**src/sv/lcd4_pkg.sv**
```systemverilog
// Shared types, codes and sequencing tables for the 4-bit LCD sequencer.
package lcd4_pkg;

	// Request function codes
	localparam logic [2:0] FUNC_DATA    = 3'd0;
	localparam logic [2:0] FUNC_CMD     = 3'd1;
	localparam logic [2:0] FUNC_INIT    = 3'd2;
	localparam logic [2:0] FUNC_CLEAR   = 3'd3;
	localparam logic [2:0] FUNC_DISP_ON = 3'd4;
	localparam logic [2:0] FUNC_CURSOR  = 3'd5;

	// Command bytes
	localparam logic [7:0] CMD_CLEAR     = 8'h01;
	localparam logic [7:0] CMD_DISP_ON   = 8'h0C;
	localparam logic [7:0] CMD_SET_DDRAM = 8'h80;

	// Nibble phases: enable low, enable high, enable low with settle time
	localparam logic [1:0] PH_SETUP  = 2'd0;
	localparam logic [1:0] PH_STROBE = 2'd1;
	localparam logic [1:0] PH_SETTLE = 2'd2;

	// Hold times in microseconds
	localparam logic [15:0] HOLD_PULSE    = 16'd2;
	localparam logic [15:0] HOLD_SETTLE   = 16'd100;
	localparam logic [15:0] HOLD_POWER_UP = 16'd50000;
	localparam logic [15:0] WAIT_WAKE_1   = 16'd4500;
	localparam logic [15:0] WAIT_WAKE_3   = 16'd150;
	localparam logic [15:0] WAIT_CLEAR    = 16'd2000;

	// Last nibble index of each job kind
	localparam logic [3:0] BYTE_LAST_NIB = 4'd1;
	localparam logic [3:0] INIT_LAST_NIB = 4'd11;

	// One queued job for the back end
	typedef struct packed {
		logic       init;   // full power-up sequence
		logic       rs;     // register select for a byte job
		logic       clear;  // byte is clear, long wait after low nibble
		logic [7:0] value;  // byte for a byte job
	} job_t;

	// Nibble n of the init sequence: wake-up then four commands
	function automatic logic [3:0] init_nibble(input logic [3:0] n, input logic two_line);
		logic [3:0] nib;
		begin
			case (n)
				4'd0, 4'd1, 4'd2: nib = 4'h3;
				4'd3, 4'd4:       nib = 4'h2;
				4'd5:             nib = two_line ? 4'h8 : 4'h0;
				4'd6:             nib = 4'h0;
				4'd7:             nib = 4'hC;
				4'd8:             nib = 4'h0;
				4'd9:             nib = 4'h1;
				4'd10:            nib = 4'h0;
				4'd11:            nib = 4'h6;
				default:          nib = 4'h0;
			endcase
			return nib;
		end
	endfunction

	// Extra wait after the settle action of nibble n
	function automatic logic [15:0] extra_wait(input job_t job, input logic [3:0] n);
		logic [15:0] w;
		begin
			w = 16'd0;
			if (job.init) begin
				case (n)
					4'd0, 4'd1: w = WAIT_WAKE_1;
					4'd2:       w = WAIT_WAKE_3;
					4'd9:       w = WAIT_CLEAR;
					default:    w = 16'd0;
				endcase
			end else if (job.clear && n == BYTE_LAST_NIB) begin
				w = WAIT_CLEAR;
			end
			return w;
		end
	endfunction

endpackage

```
**src/sv/lcd4_front.sv**
```systemverilog
// Front end: classifies a request into a queued job, computes cursor address.
module lcd4_front import lcd4_pkg::*; (
	input  logic [2:0] func,
	input  logic [7:0] byte_value,
	input  logic [7:0] cursor_col,
	input  logic [7:0] cursor_row,
	input  logic [2:0] line_count,
	output logic       job_valid,
	output job_t       job
);

	logic [2:0] lines;
	logic [7:0] col_m1;
	logic [7:0] row_m1;
	logic [1:0] row_sel;
	logic [7:0] row_base;
	logic [7:0] addr;

	// Clamp line count to 1..4, then clamp the zero-based row
	always_comb begin
		if (line_count == 3'd0)
			lines = 3'd1;
		else if (line_count > 3'd4)
			lines = 3'd4;
		else
			lines = line_count;
		col_m1 = cursor_col - 8'd1;
		row_m1 = cursor_row - 8'd1;
		if (row_m1 >= {5'd0, lines})
			row_sel = 2'(lines - 3'd1);
		else
			row_sel = row_m1[1:0];
		case (row_sel)
			2'd0:    row_base = 8'h00;
			2'd1:    row_base = 8'h40;
			2'd2:    row_base = 8'h14;
			default: row_base = 8'h54;
		endcase
		addr = CMD_SET_DDRAM | (col_m1 + row_base);
	end

	// Classify request
	always_comb begin
		job_valid = 1'b1;
		job       = '0;
		case (func)
			FUNC_DATA: begin
				job.rs    = 1'b1;
				job.value = byte_value;
			end
			FUNC_CMD: begin
				job.value = byte_value;
			end
			FUNC_INIT: begin
				job.init = 1'b1;
			end
			FUNC_CLEAR: begin
				job.clear = 1'b1;
				job.value = CMD_CLEAR;
			end
			FUNC_DISP_ON: begin
				job.value = CMD_DISP_ON;
			end
			FUNC_CURSOR: begin
				job.value = addr;
			end
			default: begin
				// unused codes produce nothing
				job_valid = 1'b0;
			end
		endcase
	end

endmodule

```
**src/sv/lcd4_queue.sv**
```systemverilog
// Two-entry job queue between front and back end.
module lcd4_queue import lcd4_pkg::*; (
	input  logic clk,
	input  logic arst_n,
	input  logic push,
	input  job_t push_job,
	output logic full,
	input  logic pop,
	output logic head_valid,
	output job_t head_job
);

	job_t       mem_q [2];
	logic       wr_ptr_q;
	logic       rd_ptr_q;
	logic [1:0] count_q;

	assign full       = (count_q == 2'd2);
	assign head_valid = (count_q != 2'd0);
	assign head_job   = mem_q[rd_ptr_q];

	// Pointers and fill count
	always_ff @(posedge clk or negedge arst_n) begin
		if (!arst_n) begin
			wr_ptr_q <= 1'b0;
			rd_ptr_q <= 1'b0;
			count_q  <= 2'd0;
		end else begin
			if (push)
				wr_ptr_q <= ~wr_ptr_q;
			if (pop)
				rd_ptr_q <= ~rd_ptr_q;
			if (push && !pop)
				count_q <= count_q + 2'd1;
			else if (pop && !push)
				count_q <= count_q - 2'd1;
		end
	end

	// Entry storage
	always_ff @(posedge clk) begin
		if (push)
			mem_q[wr_ptr_q] <= push_job;
	end

endmodule

```
**src/sv/lcd4_back.sv**
```systemverilog
// Back end: expands the head job into timed pin actions, one per cycle while out_ready is high.
module lcd4_back import lcd4_pkg::*; (
	input  logic        clk,
	input  logic        arst_n,
	input  logic        head_valid,
	input  job_t        head_job,
	input  logic [2:0]  line_count,
	output logic        pop,
	output logic        out_valid,
	input  logic        out_ready,
	output logic        reg_select,
	output logic        enable_level,
	output logic [3:0]  bus_nibble,
	output logic [15:0] hold_us,
	output logic        last
);

	logic [3:0] nib_idx_q;
	logic [1:0] phase_q;
	logic       prologue_done_q;
	logic [3:0] held_q;
	logic       out_valid_q;

	logic        load;
	logic        in_prologue;
	logic [3:0]  nib;
	logic [3:0]  last_nib;
	logic        act_rs;
	logic        act_en;
	logic [3:0]  act_nib;
	logic [15:0] act_hold;
	logic        act_last;

	assign load        = head_valid && (!out_valid_q || out_ready);
	assign pop         = load && act_last;
	assign out_valid   = out_valid_q;
	assign in_prologue = head_job.init && !prologue_done_q;

	// Next action from the head job and the position within it
	always_comb begin
		last_nib = head_job.init ? INIT_LAST_NIB : BYTE_LAST_NIB;
		if (head_job.init)
			nib = init_nibble(nib_idx_q, line_count > 3'd1);
		else if (nib_idx_q == 4'd0)
			nib = head_job.value[7:4];
		else
			nib = head_job.value[3:0];
		if (in_prologue) begin
			act_rs   = 1'b0;
			act_en   = 1'b0;
			act_nib  = held_q;
			act_hold = HOLD_POWER_UP;
			act_last = 1'b0;
		end else begin
			act_rs   = head_job.init ? 1'b0 : head_job.rs;
			act_en   = (phase_q == PH_STROBE);
			act_nib  = nib;
			act_hold = (phase_q == PH_SETTLE) ?
				HOLD_SETTLE + extra_wait(head_job, nib_idx_q) : HOLD_PULSE;
			act_last = (phase_q == PH_SETTLE) && (nib_idx_q == last_nib);
		end
	end

	// Sequencer position and held bus nibble
	always_ff @(posedge clk or negedge arst_n) begin
		if (!arst_n) begin
			nib_idx_q       <= 4'd0;
			phase_q         <= PH_SETUP;
			prologue_done_q <= 1'b0;
			held_q          <= 4'd0;
			out_valid_q     <= 1'b0;
		end else begin
			if (out_ready || !out_valid_q)
				out_valid_q <= head_valid;
			if (load) begin
				if (in_prologue) begin
					prologue_done_q <= 1'b1;
				end else begin
					held_q <= nib;
					if (act_last) begin
						nib_idx_q       <= 4'd0;
						phase_q         <= PH_SETUP;
						prologue_done_q <= 1'b0;
					end else if (phase_q == PH_SETTLE) begin
						nib_idx_q <= nib_idx_q + 4'd1;
						phase_q   <= PH_SETUP;
					end else begin
						phase_q <= phase_q + 2'd1;
					end
				end
			end
		end
	end

	// Output register
	always_ff @(posedge clk) begin
		if (load) begin
			reg_select   <= act_rs;
			enable_level <= act_en;
			bus_nibble   <= act_nib;
			hold_us      <= act_hold;
			last         <= act_last;
		end
	end

endmodule

```
**src/sv/char_lcd_4bit_interface_sequencer_core.sv**
```systemverilog
// Top level of the 4-bit character LCD sequencer: front end, job queue, back end.
//
//   channel  | handshake              | payload
//   ---------+------------------------+---------------------------------------------
//   request  | in_valid / in_ready    | func, byte_value, cursor_col, cursor_row
//   action   | out_valid / out_ready  | reg_select, enable_level, bus_nibble, hold_us, last
//   config   | cfg_write_en           | cfg_write_data (line count)
//
// A byte request gives six actions; initialization gives 37. The back end emits one action
// per cycle while out_ready is high, so its action count per request sets the rate.
// The queue holds the request in progress plus one waiting request; a third waits at in_ready.
// out_ready low freezes the back end while out_valid is high; a job is queued before its
// first action is registered. Unused function codes are accepted and give no action.
// Reset clears the queue, the sequencer position, the held nibble and sets line count 1.
module char_lcd_4bit_interface_sequencer_core import lcd4_pkg::*; (
	input  logic        clk,
	input  logic        arst_n,
	input  logic        cfg_write_en,
	input  logic [2:0]  cfg_write_data,
	input  logic        in_valid,
	output logic        in_ready,
	input  logic [2:0]  func,
	input  logic [7:0]  byte_value,
	input  logic [7:0]  cursor_col,
	input  logic [7:0]  cursor_row,
	output logic        out_valid,
	input  logic        out_ready,
	output logic        reg_select,
	output logic        enable_level,
	output logic [3:0]  bus_nibble,
	output logic [15:0] hold_us,
	output logic        last
);

	logic [2:0] line_count_q;
	logic       job_valid;
	job_t       job;
	logic       full;
	logic       head_valid;
	job_t       head_job;
	logic       pop;

	// Line count register
	always_ff @(posedge clk or negedge arst_n) begin
		if (!arst_n)
			line_count_q <= 3'd1;
		else if (cfg_write_en)
			line_count_q <= cfg_write_data;
	end

	assign in_ready = !full;

	lcd4_front u_front (
		.func       (func),
		.byte_value (byte_value),
		.cursor_col (cursor_col),
		.cursor_row (cursor_row),
		.line_count (line_count_q),
		.job_valid  (job_valid),
		.job        (job)
	);

	lcd4_queue u_queue (
		.clk        (clk),
		.arst_n     (arst_n),
		.push       (in_valid && !full && job_valid),
		.push_job   (job),
		.full       (full),
		.pop        (pop),
		.head_valid (head_valid),
		.head_job   (head_job)
	);

	lcd4_back u_back (
		.clk          (clk),
		.arst_n       (arst_n),
		.head_valid   (head_valid),
		.head_job     (head_job),
		.line_count   (line_count_q),
		.pop          (pop),
		.out_valid    (out_valid),
		.out_ready    (out_ready),
		.reg_select   (reg_select),
		.enable_level (enable_level),
		.bus_nibble   (bus_nibble),
		.hold_us      (hold_us),
		.last         (last)
	);

endmodule

```
**config.mk**
```make
export PLATFORM = sky130hd
export DESIGN_NAME = char_lcd_4bit_interface_sequencer_core
export DESIGN_NICKNAME = d
export VERILOG_FILES = /design/src/sv/lcd4_pkg.sv /design/src/sv/lcd4_front.sv /design/src/sv/lcd4_queue.sv /design/src/sv/lcd4_back.sv /design/src/sv/char_lcd_4bit_interface_sequencer_core.sv
export SDC_FILE = /design/constraint.sdc
export NUM_CORES = 1
export LEC_CHECK = 0
export BUFFER_PORTS_ARGS = -buffer_cell sky130_fd_sc_hd__clkbuf_2
export CORE_MARGIN = 1
export CORE_UTILIZATION = 45
export CTS_CLUSTER_DIAMETER = 50
export DETAILED_ROUTE_END_ITERATION = 12
export HOLD_SLACK_MARGIN = 0.12
export PLACE_DENSITY_LB_ADDON = 0.05
export SLEW_MARGIN = 0
export SYNTH_ARGS = -nofsm -noshare
export SYNTH_HDL_FRONTEND = slang
export SYNTH_SLANG_ARGS = --single-unit
```
**constraint.sdc**
```tcl
create_clock -name clk -period 4.39 [get_ports clk]
set_input_delay 0.439 -clock clk [delete_from_list [all_inputs] [get_ports clk]]
set_output_delay 0.439 -clock clk [all_outputs]
set_load 0.02 [all_outputs]
```
== Word level (Yosys, flattened, before mapping) ==
Memories as Yosys holds them, arrays and structs flattened.
Cells that the tools add are included.
Word-level totals
  register bits after elaboration: 42
  memory bits (writable): 22
  output and inout port bits: 25
  logic and storage cells: 115
  memories: 1
Memories
  u_queue.mem_q: words 2, bits a word 11, read ports 1, clocked after Yosys merged registers in 0, wr ports 1, line lcd4_queue.sv:13  | job_t mem_q [2];
Cells by class
  add/sub/neg operators: 9
  $lt $le $gt $ge: 3
  equality and inequality tests: 19
  muxes and demuxes: 31
  bitwise operators: 4
  reductions and logical operators: 33
Operators by type and width (number)
  16-bit 2-to-1 mux: 3
  13-bit one-hot mux with 3 select lines: 1
  8-bit one-hot mux with 4 select lines: 1
  4-bit 2-to-1 mux: 7
  4-bit one-hot mux with 6 select lines: 1
  7-bit one-hot mux with 3 select lines: 1
  7-bit by 16-bit adder with 16-bit output, first input constant: 1
  4-bit by 3-bit == test with 1-bit output, second input constant: 3
  11-bit 2-to-1 mux: 1
  2-bit 2-to-1 mux: 5
  2-bit OR reduction: 5
  1-bit logical AND: 9
  1-bit 2-to-1 mux: 9
  4-bit by 2-bit == test with 1-bit output, second input constant: 2
  4-bit == test, second input constant: 2
  8-bit by 3-bit >= comparator with 1-bit output: 1
  2-bit nonzero test: 4
  8-bit by 1-bit subtractor with 8-bit output, second input constant: 1
  7-bit adder: 1
  7-bit by 1-bit subtractor with 7-bit output, second input constant: 1
  2-bit == test, second input constant: 3
  3-bit by 2-bit == test with 1-bit output, second input constant: 2
  3-bit == test, second input constant: 2
  3-bit logical NOT: 2
  19 further kinds: 31

== Longest topological paths before layout ==
  word-level depth: 9
  mapped depth: 16
  depth with buffers taken out: 16

== Hierarchy ==
From an unflattened synthesis, not the netlist that was laid out.
Unflattened totals
  cell total of the unflattened synthesis: 307
  area, all modules: 3460.8 um2
By module, submodules not included
  lcd4_back: instances 1, cells an instance 164, area each 1735.4 um2
  lcd4_queue: instances 1, cells an instance 50, area each 1019.7 um2
  lcd4_front: instances 1, cells an instance 85, area each 583.1 um2
  char_lcd_4bit_interface_sequencer_core: instances 1, cells an instance 8, area each 122.6 um2

== Least setup slack after synthesis ==
OpenSTA, ideal clock, no wires.
  kind: reg2reg
  start: reg line_count_q[0]
  end: mem u_queue.mem_q[0][6] (netlist bit), data pin
  arrival: 3.363 ns
  data required time: 4.121 ns
  slack: 0.758 ns
  cell stages (with the launch flop): 17
  period minus slack after synthesis: 3.632 ns
  cells stage by stage: dfstp_2 -> inv_1 -> a21oi_1 -> ha_1 -> nand2b_1 -> a21oi_1 -> o211ai_1 -> nor2_1 -> mux2i_1 -> xnor2_1 -> ha_1 -> a211oi_1 -> nor2_1 -> or4_1 -> o311ai_0 -> or4_1 -> nand3_1
RTL lines
  start: declaration: line char_lcd_4bit_interface_sequencer_core.sv:35  | logic [2:0] line_count_q;
  start signal: assignment: line char_lcd_4bit_interface_sequencer_core.sv:48  | line_count_q <= cfg_write_data;
  end: declaration: line lcd4_queue.sv:13

==> metrics.txt <==
Startpoint Class=flip-flop; Yosys warnings=0; compound-gate portion of the synthesized area=10.4%; # setup viols final=0; Final Hold Viols=0; DIE WIDTH=86.8 microns; post-synthesis adder-cell area fraction=6.03%; P_leak=1.61 nW; PortBufs=55; Worst Path Required=4.46 ns; Area contributors post-synth=edfxtp_1 38%, dfrtp_1 14%, ha_1 5.4%; Pre-antenna DRT Iters=4; Multi-input gate area=1370 sq um; Area Overhead vs Synth=16.3%; maximum vdd drop=220 uV; post-synthesis sequential area ratio=52.8%; Yosys top cell area share=38.0%; wire per inst=12.5 microns; first-pass GRT wire length=9450 microns; Total Nets Final=400; Seq cells post-synth=60; EDFF count, synth=41; post-place instance area=3570 sq um; post-synthesis mux area share=4.83%; FP Rows=30; CTS buffer count=9; design area=3760 sq um; Worst-Skew Late Latency=0.34 ns; Root Buffer=clkbuf_8; die area=7540 sq um; Async S/R FF share, synth=31.7%; most frequent cells in the layout=55 x clkbuf_2, 41 x edfxtp_1, 40 x nor2_1, 20 x nand2_1, 19 x inv_1; CTS clk-pin slew, worst paths=0.06 ns; most common cell after layout, fill and taps aside=clkbuf_2; Total GRT Usage=16.9%; register area=1710 sq um; Syn Std Cell Area=3240 sq um; Initial Util=47.1%; Arrival @ worst endpoint=3.92 ns; antenna diode count=0; crit path max fanout=5; achievable frequency=0.260 GHz; IO Pins=60; worst-case clock skew=0.0111 ns; critical path endpoint category=flip-flop; min-delay worst type=in2reg; CP startpoint=line_count_q[0]; clk buf depth=2; Synth Area in Simple Gates=16.4%; largest net degree at the start of global routing=23; unrepaired setup endpoints after global routing=false; GR Overflow Total=0; Final period util=87.7%; Post-DRT Antenna Nets=0; min-delay src=cfg_write_data[2]; Worst R2R Start=line_count_q[0]; CTS tree=built; CTS Sinks=60; XOR/XNOR Fraction of Synth Area=4.33%; H-tree depth=3; Worst slew margin=24.6%; Period minus WS final=3.85 ns; main combinational cell family by area after synthesis=simple AND/OR/NAND/NOR gates; outcome=complete, no violations; height of the chip=86.8 microns; Yosys cell types=56; post-cts gate resize count=0; Setup CP Type=reg2reg; max-slew violation count=0; Max-cap violations=0; Remaining DRCs=0; core area=6870 sq um; Post-DP HPWL=4120 microns; Syn Area/Cell=11.1 sq um; slew of the pin with the lowest slew margin=1.12 ns; Via density=5.02; dominant cell type by area after synthesis=edfxtp_1; share of cells above drive strength 1=25.1%; fill count=612; Sum Neg Setup Slack=0 ns; Syn Inst Count=292; top_reg_cell synth=edfxtp_1; vias in the first global route=2090; total number of vias=2264; initial antenna violation count=0; Total Power=0.00228 W; RD Place Congestion=0.762; pwr/cell area=605 nW/um^2; DRT Wirelength=5650 microns; Starting DRT DRC Count=101
## path summary, 6_finish.rpt
path | end | slack, ns | depth (start not counted)
max | u_queue.mem_q[1][6] | 0.54 | 17
min | line_count_q[2] | 0.32 | 3
max reg2reg | u_queue.mem_q[1][6] | 0.54 | 17
min reg2reg | u_back.held_q[1] | 0.49 | 1
max in group asynchronous | line_count_q[0] | 3.43 | 2
min in group asynchronous | u_queue.count_q[1] | 0.59 | 2
## metal layers
layer | wire, microns | GRT usage, %
met3 | 191 | 5.71
met4 | 56 | 5.91
met1 | 2660 | 21.1
met2 | 2740 | 27.4
met5 | 0 | 0
## cells in the mapped netlist (3+ instances only)
cell      count
nand2b_1      7
mux4_2        4
o21a_1        5
a21o_1        4
nor3_1        8
nor2_1       40
clkbuf_1      6
edfxtp_1     41
nor2b_1       3
nand2_1      20
o22ai_1       5
a21oi_1      18
nand3_1       4
o21ai_0      11
xor2_1        9
buf_4         4
inv_1        19
dfrtp_1      18
xnor2_1       7
mux2i_1       4
ha_1         14
## repair_timing
action	4_1_cts	5_1_grt
hold endpoints to repair	18	0
hold buffers	1	0
buffers inserted	0	0
endpoints found under the setup margin	0	0
## stage by stage
step	cells	util, %	hold slack (ns)	setup slack, ns
6_report	451	54.8	0.317	0.538
5_1_grt	451	54.8	0.320	0.207
3_3_place_gp	434	51.9	0.436	0.473
4_1_cts	451	54.8	0.297	0.508
3_5_place_dp	434	51.9	0.423	0.433
2_1_floorplan	294	-	0.143	0.758
## power breakdown
group | total, W | switching [W] | internal [W] | leakage [nW]
registers | 0.000969 | 0.000127 | 0.000842 | 0.616
clock network | 0.000451 | 0.000216 | 0.000235 | 0.0876
logic | 0.000856 | 0.000520 | 0.000336 | 0.903
## cell type report
cell class / instances / share of cell area [%]
Inverter: 20 / 2.06
Multi-Input combinational cell: 201 / 36.4
Tap cell: 96 / 3.19
Sequential cell: 60 / 45.4
Clock buffer: 11 / 4.02
Timing Repair Buffer: 58 / 7.98
Clock inverter: 5 / 0.964
## state kept, by name, indices dropped and copies added (netlist names)
register                flops
u_queue.mem_q              22
u_back.hold_us             12
u_back.bus_nibble           4
u_back.held_q               4
u_back.nib_idx_q            4
line_count_q                3
u_back.phase_q              2
u_queue.count_q             2
u_back.enable_level         1
u_back.last                 1
u_back.out_valid            1
u_back.prologue_done_q      1
u_back.reg_select           1
u_queue.rd_ptr_q            1
u_queue.wr_ptr_q            1
## kinds of logic after synthesis
family	after synthesis
DFF	60
adders and majority gates	15
other	1
AOI/OAI and AO/OA	55
xor gates and xnor gates	16
muxes	10
buffers and inverters	33
and+or+nand+nor	102
## critical path, stage by stage, from the launching register on
cell      delay [ns]
dfstp_2         0.53
inv_1           0.05
a21oi_1         0.20
ha_1            0.26
nand2b_1        0.14
a21oi_1         0.14
o211ai_1        0.15
nor2_1          0.16
mux2i_1         0.09
buf_4           0.16
or2_2           0.28
ha_1            0.34
o21ai_0         0.18
nor2_1          0.08
or4_1           0.46
o311ai_0        0.13
or4_1           0.18
nand3_1         0.08
No activity file was read; power rests on OpenSTA's default activity.
